--- src/kmer_pkg.sv ---
// shared types and constants for the k-mer extractor
// no dependencies; compiled before the interfaces and the top level
package kmer_pkg;

    localparam int BYTES_PER_WORD_DEF = 8;
    localparam int POS_BITS_DEF       = 40;

    localparam int OUT_WORD_BITS = 64;
    localparam int OUT_POS_BITS  = 40;
    localparam int SEQ_BITS      = 32;
    localparam int RUN_BITS      = 6;
    localparam int CHAR_BITS     = 8;
    localparam int CFG_IDX_BITS  = 8;
    localparam int CFG_DATA_BITS = 8;

    localparam logic [CFG_IDX_BITS-1:0] CFG_KMER_LENGTH    = 8'd0;
    localparam logic [CFG_IDX_BITS-1:0] CFG_REVERSE_ENABLE = 8'd1;

    localparam logic [RUN_BITS-1:0] KMER_LENGTH_RESET = 6'd32;
    localparam logic [RUN_BITS-1:0] RUN_MAX           = 6'd63;

    localparam logic [CHAR_BITS-1:0] CHAR_GT = 8'h3E;
    localparam logic [CHAR_BITS-1:0] CHAR_LF = 8'h0A;
    localparam logic [CHAR_BITS-1:0] CHAR_A  = 8'h41;
    localparam logic [CHAR_BITS-1:0] CHAR_C  = 8'h43;
    localparam logic [CHAR_BITS-1:0] CHAR_G  = 8'h47;
    localparam logic [CHAR_BITS-1:0] CHAR_T  = 8'h54;
    localparam logic [CHAR_BITS-1:0] CHAR_UA = 8'h41;
    localparam logic [CHAR_BITS-1:0] CHAR_UZ = 8'h5A;
    localparam logic [CHAR_BITS-1:0] CHAR_LA = 8'h61;
    localparam logic [CHAR_BITS-1:0] CHAR_LZ = 8'h7A;

    localparam logic [1:0] BASE_A = 2'd0;
    localparam logic [1:0] BASE_C = 2'd1;
    localparam logic [1:0] BASE_G = 2'd2;
    localparam logic [1:0] BASE_T = 2'd3;

    typedef struct packed {
        logic [OUT_WORD_BITS-1:0] fwd_word;
        logic [OUT_WORD_BITS-1:0] rev_word;
        logic [SEQ_BITS-1:0]      seq_number;
        logic [OUT_POS_BITS-1:0]  fwd_pos;
        logic [OUT_POS_BITS-1:0]  rev_pos;
    } result_t;

endpackage

--- src/kmer_if.sv ---
// valid/ready channels of the k-mer extractor: text bytes, result words, config writes
// depends on kmer_pkg
interface kmer_char_if;
    logic                           valid;
    logic                           ready;
    logic [kmer_pkg::CHAR_BITS-1:0] char_code;

    modport source (output valid, output char_code, input ready);
    modport sink (input valid, input char_code, output ready);
endinterface

interface kmer_word_if;
    logic                               valid;
    logic                               ready;
    logic [kmer_pkg::OUT_WORD_BITS-1:0] fwd_word;
    logic [kmer_pkg::OUT_WORD_BITS-1:0] rev_word;
    logic [kmer_pkg::SEQ_BITS-1:0]      seq_number;
    logic [kmer_pkg::OUT_POS_BITS-1:0]  fwd_pos;
    logic [kmer_pkg::OUT_POS_BITS-1:0]  rev_pos;

    modport source (output valid, output fwd_word, output rev_word, output seq_number,
                    output fwd_pos, output rev_pos, input ready);
    modport sink (input valid, input fwd_word, input rev_word, input seq_number,
                  input fwd_pos, input rev_pos, output ready);
endinterface

interface kmer_cfg_if;
    logic                               valid;
    logic                               ready;
    logic [kmer_pkg::CFG_IDX_BITS-1:0]  index;
    logic [kmer_pkg::CFG_DATA_BITS-1:0] data;

    modport source (output valid, output index, output data, input ready);
    modport sink (input valid, input index, input data, output ready);
endinterface

--- src/dna_kmer_extractor_revcomp.sv ---
// k-mer extractor with reverse complement over a FASTA byte stream
// depends on kmer_pkg and the channel interfaces in kmer_if.sv
// result words are registered: the byte that completes a word loads it into the output buffer
// throughput: one byte per cycle while the second buffer slot is empty; the two-word
// output buffer keeps bytes flowing while the result side stalls until that slot fills
// reset: k = 32, reverse on, words and counters zero, first line skipped
module dna_kmer_extractor_revcomp #(
    parameter int BYTES_PER_WORD = kmer_pkg::BYTES_PER_WORD_DEF,
    parameter int POS_BITS       = kmer_pkg::POS_BITS_DEF
) (
    input logic          clk,
    input logic          rst_n,
    kmer_char_if.sink    text,
    kmer_word_if.source  kmer,
    kmer_cfg_if.sink     cfg
);

    localparam int WORD_BITS = 8 * BYTES_PER_WORD;

    logic [kmer_pkg::RUN_BITS-1:0] k_reg;
    logic                          rev_en_reg;

    logic [WORD_BITS-1:0]          fwd_reg, fwd_next;
    logic [WORD_BITS-1:0]          rev_reg, rev_next;
    logic [kmer_pkg::RUN_BITS-1:0] run_reg, run_next;
    logic [POS_BITS-1:0]           pos_reg, pos_next;
    logic [kmer_pkg::SEQ_BITS-1:0] seq_reg, seq_next;
    logic                          skip_reg, skip_next;

    kmer_pkg::result_t main_reg, main_next;
    kmer_pkg::result_t skid_reg, skid_next;
    logic              main_valid_reg, main_valid_next;
    logic              skid_valid_reg, skid_valid_next;

    kmer_pkg::result_t new_result;
    logic              accept;
    logic              emit;
    logic              push;
    logic              pop;
    logic              is_letter;
    logic              good;
    logic [1:0]        code;
    logic [POS_BITS-1:0] fwd_diff;
    logic [POS_BITS-1:0] rev_diff;

    assign accept    = text.valid && text.ready;
    assign text.ready = !skid_valid_reg;
    assign cfg.ready = 1'b1;

    // config writes
    always_ff @(posedge clk or negedge rst_n)
    begin
        if (!rst_n)
        begin
            k_reg      <= kmer_pkg::KMER_LENGTH_RESET;
            rev_en_reg <= 1'b1;
        end
        else if (cfg.valid)
        begin
            case (cfg.index)
                kmer_pkg::CFG_KMER_LENGTH:    k_reg <= cfg.data[kmer_pkg::RUN_BITS-1:0];
                kmer_pkg::CFG_REVERSE_ENABLE: rev_en_reg <= cfg.data[0];
                default: ;
            endcase
        end
    end

    // byte decode
    always_comb
    begin
        is_letter = (text.char_code inside {[kmer_pkg::CHAR_UA:kmer_pkg::CHAR_UZ]})
                 || (text.char_code inside {[kmer_pkg::CHAR_LA:kmer_pkg::CHAR_LZ]});
        good = 1'b1;
        case (text.char_code)
            kmer_pkg::CHAR_A: code = kmer_pkg::BASE_A;
            kmer_pkg::CHAR_C: code = kmer_pkg::BASE_C;
            kmer_pkg::CHAR_G: code = kmer_pkg::BASE_G;
            kmer_pkg::CHAR_T: code = kmer_pkg::BASE_T;
            default:
            begin
                code = kmer_pkg::BASE_A;
                good = 1'b0;
            end
        endcase
    end

    // next sequence state
    always_comb
    begin
        fwd_next  = fwd_reg;
        rev_next  = rev_reg;
        run_next  = run_reg;
        pos_next  = pos_reg;
        seq_next  = seq_reg;
        skip_next = skip_reg;
        emit      = 1'b0;
        if (skip_reg)
        begin
            if (text.char_code == kmer_pkg::CHAR_LF)
                skip_next = 1'b0;
        end
        else if (!is_letter)
        begin
            if (text.char_code == kmer_pkg::CHAR_GT)
            begin
                if (!(&seq_reg))
                    seq_next = seq_reg + 1'b1;
                if (!(&pos_reg))
                    pos_next = pos_reg + 1'b1;
                run_next  = '0;
                skip_next = 1'b1;
            end
        end
        else
        begin
            fwd_next = {fwd_reg[WORD_BITS-3:0], code};
            rev_next = {(good ? ~code : 2'b00), rev_reg[WORD_BITS-1:2]};
            if (good)
            begin
                if (run_reg != kmer_pkg::RUN_MAX)
                    run_next = run_reg + 1'b1;
            end
            else
                run_next = '0;
            if (!(&pos_reg))
                pos_next = pos_reg + 1'b1;
            emit = (run_next >= k_reg);
        end
    end

    assign fwd_diff = pos_next - POS_BITS'(k_reg);
    assign rev_diff = pos_next - POS_BITS'(1);

    always_comb
    begin
        logic [63:0] fwd_ext;
        logic [63:0] rev_ext;
        fwd_ext = 64'(fwd_diff);
        rev_ext = 64'(rev_diff);
        new_result.fwd_word   = kmer_pkg::OUT_WORD_BITS'(fwd_next);
        new_result.rev_word   = rev_en_reg ? kmer_pkg::OUT_WORD_BITS'(rev_next) : '0;
        new_result.seq_number = seq_next;
        new_result.fwd_pos    = fwd_ext[kmer_pkg::OUT_POS_BITS-1:0];
        new_result.rev_pos    = rev_en_reg ? rev_ext[kmer_pkg::OUT_POS_BITS-1:0] : '0;
    end

    always_ff @(posedge clk or negedge rst_n)
    begin
        if (!rst_n)
        begin
            fwd_reg  <= '0;
            rev_reg  <= '0;
            run_reg  <= '0;
            pos_reg  <= '0;
            seq_reg  <= '0;
            skip_reg <= 1'b1;
        end
        else if (accept)
        begin
            fwd_reg  <= fwd_next;
            rev_reg  <= rev_next;
            run_reg  <= run_next;
            pos_reg  <= pos_next;
            seq_reg  <= seq_next;
            skip_reg <= skip_next;
        end
    end

    // two-word output buffer
    assign push = accept && emit;
    assign pop  = kmer.valid && kmer.ready;

    always_comb
    begin
        main_next       = main_reg;
        skid_next       = skid_reg;
        main_valid_next = main_valid_reg;
        skid_valid_next = skid_valid_reg;
        if (skid_valid_reg)
        begin
            if (pop)
            begin
                main_next       = skid_reg;
                skid_valid_next = 1'b0;
            end
        end
        else if (push)
        begin
            if (!main_valid_reg || pop)
            begin
                main_next       = new_result;
                main_valid_next = 1'b1;
            end
            else
            begin
                skid_next       = new_result;
                skid_valid_next = 1'b1;
            end
        end
        else if (pop)
            main_valid_next = 1'b0;
    end

    always_ff @(posedge clk or negedge rst_n)
    begin
        if (!rst_n)
        begin
            main_valid_reg <= 1'b0;
            skid_valid_reg <= 1'b0;
        end
        else
        begin
            main_valid_reg <= main_valid_next;
            skid_valid_reg <= skid_valid_next;
        end
    end

    always_ff @(posedge clk)
    begin
        main_reg <= main_next;
        skid_reg <= skid_next;
    end

    assign kmer.valid      = main_valid_reg;
    assign kmer.fwd_word   = main_reg.fwd_word;
    assign kmer.rev_word   = main_reg.rev_word;
    assign kmer.seq_number = main_reg.seq_number;
    assign kmer.fwd_pos    = main_reg.fwd_pos;
    assign kmer.rev_pos    = main_reg.rev_pos;

    // buffer order: second slot only fills behind the first
    assert property (@(posedge clk) disable iff (!rst_n) skid_valid_reg |-> main_valid_reg)
        else $error("skid word held without head word");

    // reverse off gives zero reverse fields
    assert property (@(posedge clk) disable iff (!rst_n)
        (kmer.valid && !rev_en_reg) |-> (kmer.rev_word == '0 && kmer.rev_pos == '0))
        else $error("reverse fields not zero with reverse disabled");

    // position holds while a line is skipped
    assert property (@(posedge clk) disable iff (!rst_n) skip_reg |=> $stable(pos_reg))
        else $error("position moved inside a skipped line");

    // header mark starts a skip and clears the run
    assert property (@(posedge clk) disable iff (!rst_n)
        (accept && !skip_reg && text.char_code == kmer_pkg::CHAR_GT)
        |=> (skip_reg && run_reg == '0))
        else $error("header mark did not start a skip");

endmodule

--- src/flat_wrapper.sv ---
// flat-port wrapper written by rule: the top's interface ports become plain ports
module dna_kmer_extractor_revcomp_flat 
#(
    parameter int BYTES_PER_WORD = kmer_pkg::BYTES_PER_WORD_DEF,
    parameter int POS_BITS       = kmer_pkg::POS_BITS_DEF
)
  (clk, rst_n, text_valid, text_char_code, text_ready, kmer_valid, kmer_fwd_word, kmer_rev_word, kmer_seq_number, kmer_fwd_pos, kmer_rev_pos, kmer_ready, cfg_valid, cfg_index, cfg_data, cfg_ready);
  kmer_char_if text_i ();
  kmer_word_if kmer_i ();
  kmer_cfg_if cfg_i ();
  input logic clk;
  input logic rst_n;
  input wire logic [$bits(text_i.valid)-1:0] text_valid;
  input wire logic [$bits(text_i.char_code)-1:0] text_char_code;
  output wire logic [$bits(text_i.ready)-1:0] text_ready;
  output wire logic [$bits(kmer_i.valid)-1:0] kmer_valid;
  output wire logic [$bits(kmer_i.fwd_word)-1:0] kmer_fwd_word;
  output wire logic [$bits(kmer_i.rev_word)-1:0] kmer_rev_word;
  output wire logic [$bits(kmer_i.seq_number)-1:0] kmer_seq_number;
  output wire logic [$bits(kmer_i.fwd_pos)-1:0] kmer_fwd_pos;
  output wire logic [$bits(kmer_i.rev_pos)-1:0] kmer_rev_pos;
  input wire logic [$bits(kmer_i.ready)-1:0] kmer_ready;
  input wire logic [$bits(cfg_i.valid)-1:0] cfg_valid;
  input wire logic [$bits(cfg_i.index)-1:0] cfg_index;
  input wire logic [$bits(cfg_i.data)-1:0] cfg_data;
  output wire logic [$bits(cfg_i.ready)-1:0] cfg_ready;
  assign text_i.valid = text_valid;
  assign text_i.char_code = text_char_code;
  assign text_ready = text_i.ready;
  assign kmer_valid = kmer_i.valid;
  assign kmer_fwd_word = kmer_i.fwd_word;
  assign kmer_rev_word = kmer_i.rev_word;
  assign kmer_seq_number = kmer_i.seq_number;
  assign kmer_fwd_pos = kmer_i.fwd_pos;
  assign kmer_rev_pos = kmer_i.rev_pos;
  assign kmer_i.ready = kmer_ready;
  assign cfg_i.valid = cfg_valid;
  assign cfg_i.index = cfg_index;
  assign cfg_i.data = cfg_data;
  assign cfg_ready = cfg_i.ready;
  dna_kmer_extractor_revcomp #(.BYTES_PER_WORD(BYTES_PER_WORD), .POS_BITS(POS_BITS)) u_core (.clk(clk), .rst_n(rst_n), .text(text_i), .kmer(kmer_i), .cfg(cfg_i));
endmodule
--- config.mk ---
export PLATFORM = sky130hd
export DESIGN_NAME = dna_kmer_extractor_revcomp_flat
export DESIGN_NICKNAME = d
export VERILOG_FILES = /design/src/kmer_pkg.sv /design/src/kmer_if.sv /design/src/dna_kmer_extractor_revcomp.sv /design/src/flat_wrapper.sv
export SDC_FILE = /design/constraint.sdc
export NUM_CORES = 1
export LEC_CHECK = 0
export BUFFER_PORTS_ARGS = -buffer_cell sky130_fd_sc_hd__buf_2
export CAP_MARGIN = 20
export CORE_ASPECT_RATIO = 0.5
export CORE_MARGIN = 2
export CORE_UTILIZATION = 36
export CTS_CLUSTER_SIZE = 12
export DETAILED_ROUTE_END_ITERATION = 8
export GPL_ROUTABILITY_DRIVEN = 0
export SYNTH_ARGS = -nofsm -noshare
export SYNTH_HDL_FRONTEND = slang
export SYNTH_SLANG_ARGS = --single-unit
--- constraint.sdc ---
create_clock -name clk -period 19.85 [get_ports clk]
set_clock_uncertainty 0.2 [all_clocks]
set_input_delay 2.9775 -clock clk [delete_from_list [all_inputs] [get_ports clk]]
set_output_delay 2.9775 -clock clk [all_outputs]
set_load 0.05 [all_outputs]
# After elaboration in Yosys (flattened, before gate mapping)
# Index checks and enable logic that the tools add are counted.
# word_totals
register_bits	696
out_inout_bits	243
# classes
n_addsub	5
order_cmp	5
eq_ne	10
muxes	40
bitwise_logic	4
reduce_logical	23
# op_table
op	count
240-bit two-way mux	4
64-bit two-way mux	5
40-bit two-way mux	5
32-bit two-way mux	4
40-bit by 1-bit adder with 40-bit output (second input constant)	1
40-bit AND reduction	1
40-bit by 1-bit subtractor with 40-bit output (second input constant)	1
40-bit by 6-bit subtractor with 40-bit output	1
6-bit two-way mux	6
32-bit by 1-bit adder with 32-bit output (second input constant)	1
8-bit by 7-bit == test with 1-bit output (second input constant)	4
32-bit AND reduction	1
8-bit by 7-bit greater-or-equal comparator with 1-bit output (second input constant)	2
8-bit by 7-bit less-or-equal comparator with 1-bit output (second input constant)	2
1-bit two-way mux	14
3-bit AND reduction	4
8-bit by 1-bit == test with 1-bit output (second input constant)	1
8-bit by 4-bit == test with 1-bit output (second input constant)	1
8-bit by 6-bit == test with 1-bit output (second input constant)	1
8-bit logical NOT	1
2-bit nonzero test	4
6-bit by 1-bit adder with 6-bit output (second input constant)	1
6-bit greater-or-equal comparator	1
6-bit inequality test (second input constant)	1
other kinds (10)	20

# Logic depth before layout (Yosys ltp)
# Gate-level depths: netlist of the first run.
# depth
ltp_word	12
depth_mapped	22

# Worst setup path after synthesis of the first run
# Ideal clock, no wire load.
# synth_path
path_type	input -> register
startpoint	input port text_char_code[0]
endpoint	register u_core.main_reg, in the netlist u_core.kmer.fwd_pos[0] (enable)
setup_time_ns	1.172
arrival_time_ns	21.480
required_time_ns	18.478
path_slack_ns	-3.003
stages	14
path_buffers	1
path_cell_list	buf_2 > nand2b_1 > nor2_1 > o21ai_1 > nand2b_1 > ha_1 > nand2b_1 > a21o_1 > a21o_1 > a21o_1 > a21o_1 > a21oi_1 > nand2b_1 > o21ai_0
# synth_between
elab_chain_cells	12
elab_cells_between_ends	22
classes_between	order compare: 5; eq/ne: 4; mux: 6; reduce/logical: 7
# synth_lines
element	line	text
from (decl)	flat_wrapper.sv:14	input wire logic [$bits(text_i.char_code)-1:0] text_char_code;
8-bit by 7-bit == test with 1-bit output	dna_kmer_extractor_revcomp.sv:74	case (text.char_code)
4-bit OR reduction (no source line)	-	
1-bit two-way mux	dna_kmer_extractor_revcomp.sv:74	
6-bit two-way mux	dna_kmer_extractor_revcomp.sv:118	if (good)
6-bit two-way mux	dna_kmer_extractor_revcomp.sv:102	else if (!is_letter)
6-bit two-way mux	dna_kmer_extractor_revcomp.sv:97	if (skip_reg)
6-bit greater-or-equal comparator	dna_kmer_extractor_revcomp.sv:127	emit = (run_next >= k_reg);
1-bit two-way mux (*)	dna_kmer_extractor_revcomp.sv:102	
1-bit two-way mux (*)	dna_kmer_extractor_revcomp.sv:97	
1-bit logical AND (*)	dna_kmer_extractor_revcomp.sv:170	assign push = accept && emit;
2-bit nonzero test (no source line) (*)	-	
3-bit AND reduction (no source line) (*)	-	
to (signal assigned)	dna_kmer_extractor_revcomp.sv:220	main_reg <= main_next;
to (decl)	dna_kmer_extractor_revcomp.sv:30	kmer_pkg::result_t main_reg, main_next;
# Every way passes the cells marked *; elsewhere a longest branch is shown, timed or not. The select of a mux whose other input is x is not followed.
# A chain may end at the register's enable or synchronous reset.

==> flow_summary.ini, run 1 <==
[pwr]
p_seq_frac = 0.537
p_int_w = 0.00227
peakVddDrop_uv = 54.2
p_comb_frac = 0.019
power_density_mw_per_mm2 = 77.5
p_switching_w = 0.000606
p_total_w = 0.00288
switching_share = 0.211
p_clk_frac = 0.444
p_leak_nw = 15.1

[clock_network]
htreeDepth = 3
cts.sinks = 696
numCtsBuffers = 71
path_clk_slew_ns = 0.06
cts_hold_buf = 0
cts_root_buffer = clkbuf_16
cts_resized = 0
cts_buffer_depth = 3
worstSkewPairLatency_ns = 0.64
cts_setup_buffers = 0
cts_tree = done

[placement]
place_inst = 4215
portBuffers = 268
dp_hpwl_mm = 53.2

[yosys]
netlist_area_mm2 = 0.0326
avgSynthCellArea_um2 = 11.2
synthMuxAreaShare = 0.0658
synthArstFlopShare = 0.310
synth_compound_area_frac = 0.0618
synthFlopType = edfxtp_1
ys_ff_latch = 696
synth.net_count = 2950
synth_xor_area_frac = 0.0481
synth_edf_count = 480
synth_top_family_by_area = simple AND/OR/NAND/NOR gates
ys_warn_count = 0
syn-instance-count = 2904
yosysUniqueCellTypes = 89
synthSimpleGateAreaFrac = 0.182
ys_seq_area_frac = 0.609
synth-adder-area-share = 0.00676

[worst_setup_path]
cp_num_buf_inv = 3
critical_path.endpoint_type = flip-flop
r2r_cells = 16
path_max_fanout = 29
startpoint_type = input port
worst_ep_arrival_time_ns = 8.45
crit_type = in2reg
r2r_start = u_core.pos_reg[0]$_DFFE_PN0P_
crit_required_ns = 19.98
cp_cell_sequence = buf_2 > or4_4 > o221a_4 > a21oi_2 > buf_4 > nor2_2 > mux2i_1 > inv_1 > ha_1 > nor2b_1 > o21ai_0 > a21oi_1 > o31a_1 > a2111oi_4 > nand2_1 > or4_1 > nor4_1 > o31ai_1
cp-startpoint = text_char_code[0]
cp.depth = 18
slowest_stage = or4_1
slowest_delay_ns = 0.72
crit_family = simple AND/OR/NAND/NOR gates

[timing]
worstMarginPinSlew_ns = 1.14
finalHoldViolCount = 0
period_needed_ns = 8.31
maxSlewViolCount = 0
rsz0062_at_grt = false
setup_viol = 0
fin_crit_sh = 0.419
tns_ns = 0
hold_slack_ns = 0.275
fmax_mhz = 120
relSlewSlack = 0.243

[grt]
grt_max_degree = 138
grt_overflow_total = 0
grt_pass1_wl_mm = 127
track_usage = 0.173
antenna_found_initial = 0
grt_pass1_vias = 21600

[drt]
vias_per_cell = 5.13
routed_wl_mm = 82.0
drt_pass1_iterations = 6
drt_iter0_markers = 2089
wl_per_cell_um = 18.9
ant_nets = 0
drc = 0
vias = 22300

[final_layout]
final_cell_mix = 785 x nand2_1, 480 x edfxtp_1, 267 x buf_2
largest_reg_flops = 240
layout_commonest_cell = nand2_1
nNetsFinal = 3150
layout.cells.non_filler = 4345
fillers = 8479
drive_gt1_frac = 0.184
area_delta_synth_final_pct = 14.0

[min_path]
hold_path_depth = 2
hold_class = reg2reg
hp-start = u_core.fwd_reg[63]$_DFFE_PN0P_

[floorplanning]
die_w_um = 429
dieArea_mm2 = 0.0930
row_count = 77
core_mm2 = 0.0890
ios = 272
die_y_um = 217
start_util = 0.366

[status]
status = finished, final reports clean

[flow_run]
cap_violations = 0
[power groups by stage]
| stage | clock network, W | registers (W) | logic, W |
|---|---|---|---|
| 6_report | 0.00128 | 0.00154 | 0.0000549 |
| 5_1_grt | 0.00138 | 0.00154 | 0.0000614 |
| 3_3_place_gp | 0 | 0.00157 | 0.0000535 |
| 4_1_cts | 0.00132 | 0.00154 | 0.0000550 |
| 3_5_place_dp | 0 | 0.00157 | 0.0000544 |
| 2_1_floorplan | 0 | 0.00157 | 0.0000290 |
[Yosys cell counts, types with 9 or more instances]
cell,count,share of area
xnor2_1,99,0.027
o31a_1,12,0.0032
and4_1,16,0.0043
nand2_1,787,0.091
buf_2,22,0.0034
nand2b_1,9,0.0017
and3_1,23,0.0044
and2_1,36,0.0069
clkbuf_1,124,0.014
buf_1,9,0.0010
edfxtp_1,480,0.44
dfrtp_1,213,0.16
or2_2,11,0.0021
nand4_1,34,0.0065
buf_4,13,0.0030
a31o_2,12,0.0032
nor3_1,75,0.012
nor4_1,38,0.0073
o21ai_0,35,0.0054
xor2_1,78,0.021
mux2_2,130,0.045
inv_1,33,0.0038
a21oi_1,22,0.0034
o31ai_1,96,0.022
nor2_1,192,0.022
a31oi_1,22,0.0042
nand3_1,69,0.011
mux2i_1,68,0.021
ha_1,16,0.0061
or3_1,9,0.0017
[path summary, 6_finish.rpt]
| path | slack (ns) | end |
|---|---|---|
| setup / recovery | 11.54 | u_core.kmer.fwd_pos[39]$_DFFE_PP_ |
| hold reg to reg | 0.28 | u_core.fwd_reg[63]$_DFFE_PN0P_ |
| max in group asynchronous | 15.31 | u_core.fwd_reg[46]$_DFFE_PN0P_ |
| setup reg to reg | 13.34 | u_core.kmer.fwd_pos[39]$_DFFE_PP_ |
| min in group asynchronous | 2.15 | u_core.pos_reg[0]$_DFFE_PN0P_ |
| hold / removal | 0.28 | u_core.fwd_reg[63]$_DFFE_PN0P_ |
[per-layer routing]
metal  GRT usage  wire [um]  vias up
li1            -          -    10700
met1       0.234      37300    11000
met2       0.282      38900      532
met3      0.0343       3730      121
met4      0.0512       2090        0
met5           0          0        -
[layout make-up]
class                           count  area, um^2  share of cell area
Tap cell                         1185        1480              0.0399
Antenna cell                        1        2.50           0.0000674
Sequential cell                   696       19800               0.534
Timing Repair Buffer              299        1620              0.0435
Multi-Input combinational cell   2002       11900               0.321
Clock inverter                      9        77.6             0.00209
Clock buffer                      119        2070              0.0557
Inverter                           34         135             0.00364
[per-stage QoR]
stage	utilization	setup slack, ns	area (um^2)
after floorplan	-	3.47	32600
after global placement	0.393	11.16	34900
after detailed placement	0.393	11.04	34900
after CTS	0.417	11.62	37100
after global routing	0.417	11.23	37100
final	0.417	11.54	37100
[cells by family (layout without fill, tap and decap cells)]
| group | after synthesis | count (layout) |
|---|---|---|
| other cells | 1 | 2 |
| mux | 198 | 198 |
| simple gates | 1339 | 1339 |
| xor+xnor | 178 | 178 |
| flops | 696 | 696 |
| compound gates | 269 | 269 |
| fa+ha+maj | 17 | 17 |
| buf+inv | 206 | 461 |
[tightest hold or removal path: cells and delay by family (launching register included)]
kind | cells | cell delay, ns
DFF | 1 | 0.34
and+or+nand+nor | 2 | 0.10
(Power assumes the default switching activity.)
==> run 2, diff against run 1 <==
- clock period: 19.85 -> 7.4 ns (I/O delays scaled with it)
==> run 2 against run 1 <==
Compared with the run above: non-clock buffer count decreased by 4; first-iteration DRC count increased by 1.9%; setup slack got worse by 11 ns; cell count decreased by 0.16%; die area unchanged; routed wire length increased by 0.39%; total power increased to 2.7 times the previous value; via count decreased by 0.34%; sequential power increased to 2.7 times the previous value; critical endpoint is now u_core.kmer.fwd_pos[25]$_DFFE_PP_; highest routed layer unchanged.
==> flow_summary.ini, run 2 (same netlist as run 1, synthesis figures left out) <==
[timing]
rsz0062_at_grt = false
fmax_mhz = 152
fin_crit_sh = 0.890
period_needed_ns = 6.59
tns_ns = 0
finalHoldViolCount = 0
relSlewSlack = 0.315
setup_viol = 0
worstMarginPinSlew_ns = 1.03
maxSlewViolCount = 0
hold_slack_ns = 0.274

[drt]
drt_iter0_markers = 2129
drt_pass1_iterations = 5
wl_per_cell_um = 19.0
drc = 0
vias_per_cell = 5.12
vias = 22200
routed_wl_mm = 82.4
ant_nets = 0

[floorplanning]
row_count = 77
dieArea_mm2 = 0.0930
core_mm2 = 0.0890
start_util = 0.366
die_y_um = 217
ios = 272
die_w_um = 429

[grt]
grt_max_degree = 159
grt_pass1_vias = 21500
track_usage = 0.174
grt_overflow_total = 0
antenna_found_initial = 0
grt_pass1_wl_mm = 127

[pwr]
p_clk_frac = 0.440
p_seq_frac = 0.540
p_leak_nw = 15.1
p_int_w = 0.00603
switching_share = 0.213
p_comb_frac = 0.019
p_switching_w = 0.00163
peakVddDrop_uv = 160
power_density_mw_per_mm2 = 207

[placement]
dp_hpwl_mm = 53.2
portBuffers = 268

[final_layout]
area_delta_synth_final_pct = 13.7
layout_commonest_cell = nand2_1
final_cell_mix = 785 x nand2_1, 480 x edfxtp_1, 267 x buf_2
largest_reg_flops = 240
drive_gt1_frac = 0.182
insertedDiodeCount = 0
nNetsFinal = 3145

[worst_setup_path]
crit_type = reg2reg
slowest_stage = or4_1
crit_family = simple AND/OR/NAND/NOR gates
worst_ep_arrival_time_ns = 6.73
cp_num_buf_inv = 1
slowest_delay_ns = 0.88
cp_cell_sequence = ha_1 > and4_1 > nand3_4 > or4_1 > nand2_1 > nor2_1 > xnor2_1 > inv_1 > ha_1 > o21a_1 > o31a_1 > a2111oi_4 > nand2_1 > or3_1 > a2111oi_0 > a221oi_1
startpoint_type = flip-flop
crit_required_ns = 7.54
path_max_fanout = 14
critical_path.endpoint_type = flip-flop

[clock_network]
cts_resized = 0
numCtsBuffers = 70
htreeDepth = 3
cts.sinks = 696
cts_setup_buffers = 0
cts_hold_buf = 0
cts_buffer_depth = 3
cts_tree = done
worstSkewPairLatency_ns = 0.64
cts_root_buffer = clkbuf_16
path_clk_slew_ns = 0.07

[flow_run]
cap_violations = 0

[min_path]
hold_class = reg2reg

[status]
status = finished, final reports clean
==> run 2: per-layer routing <==
layer | vias up | track usage | routed length [um]
li1 | 10700 | - | -
met1 | 10900 | 0.234 | 37000
met2 | 523 | 0.290 | 39800
met3 | 120 | 0.0290 | 3560
met4 | 0 | 0.0536 | 2050
met5 | - | 0 | 0
==> run 2: power groups by stage <==
stage	clock network, W	registers [W]	logic [W]
floorplan	0	0.00422	0.0000779
global placement	0	0.00422	0.000145
detailed placement	0	0.00422	0.000149
CTS	0.00348	0.00414	0.000150
global route	0.00363	0.00414	0.000163
finish	0.00337	0.00414	0.000146
==> run 2: cell type report <==
| class | count | area (um^2) |
|---|---|---|
| fillers | 8464 | 52000 |
| flip-flops and latches | 696 | 19800 |
| multi-input cells | 2002 | 11900 |
| clock buffers | 117 | 1970 |
| repair buffers | 295 | 1620 |
| well taps | 1185 | 1480 |
| inverters | 34 | 135 |
| clock inverters | 9 | 98.8 |
==> run 2: final timing paths <==
kind                                                          end  slack [ns]  depth (start not counted)                            from
worst min-delay path               u_core.fwd_reg[63]$_DFFE_PN0P_        0.27                          2  u_core.fwd_reg[63]$_DFFE_PN0P_
min in group asynchronous          u_core.pos_reg[29]$_DFFE_PN0P_        0.37                          1                           rst_n
worst max-delay path            u_core.kmer.fwd_pos[25]$_DFFE_PP_        0.81                         16   u_core.pos_reg[0]$_DFFE_PN0P_
worst min register to register     u_core.fwd_reg[63]$_DFFE_PN0P_        0.27                          2  u_core.fwd_reg[63]$_DFFE_PN0P_
max in group asynchronous          u_core.fwd_reg[42]$_DFFE_PN0P_        5.31                          2                           rst_n
worst max register to register  u_core.kmer.fwd_pos[25]$_DFFE_PP_        0.81                         16   u_core.pos_reg[0]$_DFFE_PN0P_
==> run 2: worst register-to-register path, delay by kind of cell, from the launching register on <==
| family | cells | cell delay, ns |
|---|---|---|
| buffers and inverters | 1 | 0.09 |
| and+or+nand+nor | 7 | 3.16 |
| AOI/OAI and AO/OA | 5 | 1.42 |
| xor gates and xnor gates | 1 | 0.33 |
| DFF | 1 | 0.46 |
| adders and majority gates | 2 | 0.64 |
==> run 2: per-stage QoR <==
stage | instances | instance area [um^2] | power, W | setup slack (ns) | utilization
after CTS | 4338 | 37000 | 0.00777 | 0.978 | 0.416
after global placement | 4212 | 35000 | 0.00437 | 0.793 | 0.393
after detailed placement | 4212 | 35000 | 0.00437 | 0.657 | 0.393
after global routing | 4338 | 37000 | 0.00793 | 0.591 | 0.416
after floorplan | 2904 | 32600 | 0.00430 | 0.000150 | -
final | 4338 | 37000 | 0.00766 | 0.810 | 0.416
==> run 3, diff against run 2 <==
- CORE_ASPECT_RATIO: 0.5 -> unset
==> run 3 against run 2 <==
Compared with the run above: critical path type unchanged; global-route usage up 0.14 points; total power up 5.6%; largest power group unchanged; clock power up 13%; critical path depth up 1.
==> flow_summary.ini, run 3 (same netlist as run 1, synthesis figures left out) <==
[final_layout]
fin_util = 0.418
area_delta_synth_final_pct = 15.4
fillers = 8537
final_cell_mix = 785 x nand2_1, 480 x edfxtp_1, 267 x buf_2
layout_commonest_cell = nand2_1
drive_gt1_frac = 0.193
largest_reg_flops = 240
nNetsFinal = 3165
insertedDiodeCount = 0

[floorplanning]
start_util = 0.362
row_count = 110
die_w_um = 305
ios = 272
core_mm2 = 0.0899
die_y_um = 305
dieArea_mm2 = 0.0929

[grt]
grt_max_degree = 106
grt_pass1_vias = 21200
grt_pass1_wl_mm = 128
grt_overflow_total = 0
antenna_found_initial = 4
track_usage = 0.176

[clock_network]
cts_root_buffer = clkbuf_16
cts_setup_buffers = 0
path_clk_slew_ns = 0.07
htreeDepth = 3
cts_resized = 0
cts.sinks = 696
worstSkewPairLatency_ns = 0.64
numCtsBuffers = 78
cts_tree = done
cts_buffer_depth = 3
cts_hold_buf = 0

[status]
status = finished, final reports clean

[pwr]
p_leak_nw = 15.3
peakVddDrop_uv = 143
p_comb_frac = 0.018
p_int_w = 0.00637
power_density_mw_per_mm2 = 215
switching_share = 0.212
p_switching_w = 0.00171
p_seq_frac = 0.512
p_clk_frac = 0.470

[min_path]
hold_class = reg2reg

[drt]
ant_nets = 0
vias = 22100
drt_iter0_markers = 1643
routed_wl_mm = 82.6
vias_per_cell = 5.06
drt_pass1_iterations = 5
wl_per_cell_um = 18.9
drc = 0

[worst_setup_path]
crit_type = reg2reg
worst_ep_arrival_time_ns = 6.56
crit_family = simple AND/OR/NAND/NOR gates
cp_cell_sequence = ha_1 > and4_1 > nand3_4 > nor4_4 > nor2_2 > mux2i_1 > inv_1 > ha_1 > nor2b_1 > o21ai_0 > a21oi_1 > o31a_1 > a2111oi_4 > nand2_1 > or3_1 > a2111oi_0 > a221oi_1
cp_num_buf_inv = 1
crit_required_ns = 7.53
slowest_stage = nor4_4
critical_path.endpoint_type = flip-flop
startpoint_type = flip-flop
slowest_delay_ns = 0.63
cp_common_cell = ha_1
path_max_fanout = 10

[timing]
tns_ns = 0
rsz0062_at_grt = false
finalHoldViolCount = 0
fmax_mhz = 155
setup_viol = 0
fin_crit_sh = 0.869
period_needed_ns = 6.43
worstMarginPinSlew_ns = 1.09
relSlewSlack = 0.275
maxSlewViolCount = 0

[flow_run]
cap_violations = 0

[placement]
portBuffers = 268
dp_hpwl_mm = 54.2
run 3: final cells by class:
type                       count  area, um^2  area share
tap                         1176        1470      0.0391
clock inverter                35         372     0.00989
multi-input combinational   2002       11900       0.317
clock buffer                 109        2120      0.0564
sequential                   696       19800       0.527
inverter                      34         135     0.00359
timing repair buffer         307        1740      0.0463
run 3: worst reg2reg max path: cells and delay by family (launching register included):
family | cells | cell delay [ns]
AOI/OAI and AO/OA | 6 | 1.60
muxes | 1 | 0.41
and+or+nand+nor | 7 | 2.69
adders and majority gates | 2 | 0.61
DFF | 1 | 0.46
buffers and inverters | 1 | 0.15
run 3: worst paths after layout:
kind	from	end	slack (ns)	cells past startpoint
max	u_core.pos_reg[0]$_DFFE_PN0P_	u_core.kmer.fwd_pos[25]$_DFFE_PP_	0.97	17
min	u_core.rev_reg[0]$_DFFE_PN0P_	u_core.rev_reg[0]$_DFFE_PN0P_	0.27	2
max reg2reg	u_core.pos_reg[0]$_DFFE_PN0P_	u_core.kmer.fwd_pos[25]$_DFFE_PP_	0.97	17
min reg2reg	u_core.rev_reg[0]$_DFFE_PN0P_	u_core.rev_reg[0]$_DFFE_PN0P_	0.27	2
max in group asynchronous	rst_n	u_core.skid_valid_reg$_DFF_PN0_	5.02	2
min in group asynchronous	rst_n	u_core.fwd_reg[24]$_DFFE_PN0P_	0.31	1
run 3: power groups by stage:
stage               Combinational, W  Sequential, W  Clock (W)
floorplan                  0.0000779        0.00422          0
global placement            0.000146        0.00422          0
detailed placement          0.000148        0.00422          0
CTS                         0.000149        0.00414    0.00392
global route                0.000163        0.00414    0.00407
finish                      0.000146        0.00414    0.00380
run 3: routing by layer:
metal	up-vias	share of wire	global-route usage
met3	112	0.057	0.0339
met4	0	0.025	0.0586
met2	597	0.44	0.267
met5	-	0	0
met1	10700	0.47	0.252
li1	10700	-	-
run 3: through the flow:
stage | hold slack, ns | cells | power [W] | area [um^2] | setup slack, ns
2_1_floorplan | 0.246 | 2904 | 0.00430 | 32600 | 0.000150
3_3_place_gp | 0.258 | 4213 | 0.00437 | 35100 | 0.888
3_5_place_dp | 0.262 | 4213 | 0.00437 | 35100 | 0.757
4_1_cts | 0.276 | 4357 | 0.00821 | 37600 | 0.990
5_1_grt | 0.294 | 4359 | 0.00837 | 37600 | 0.412
6_report | 0.271 | 4359 | 0.00809 | 37600 | 0.969
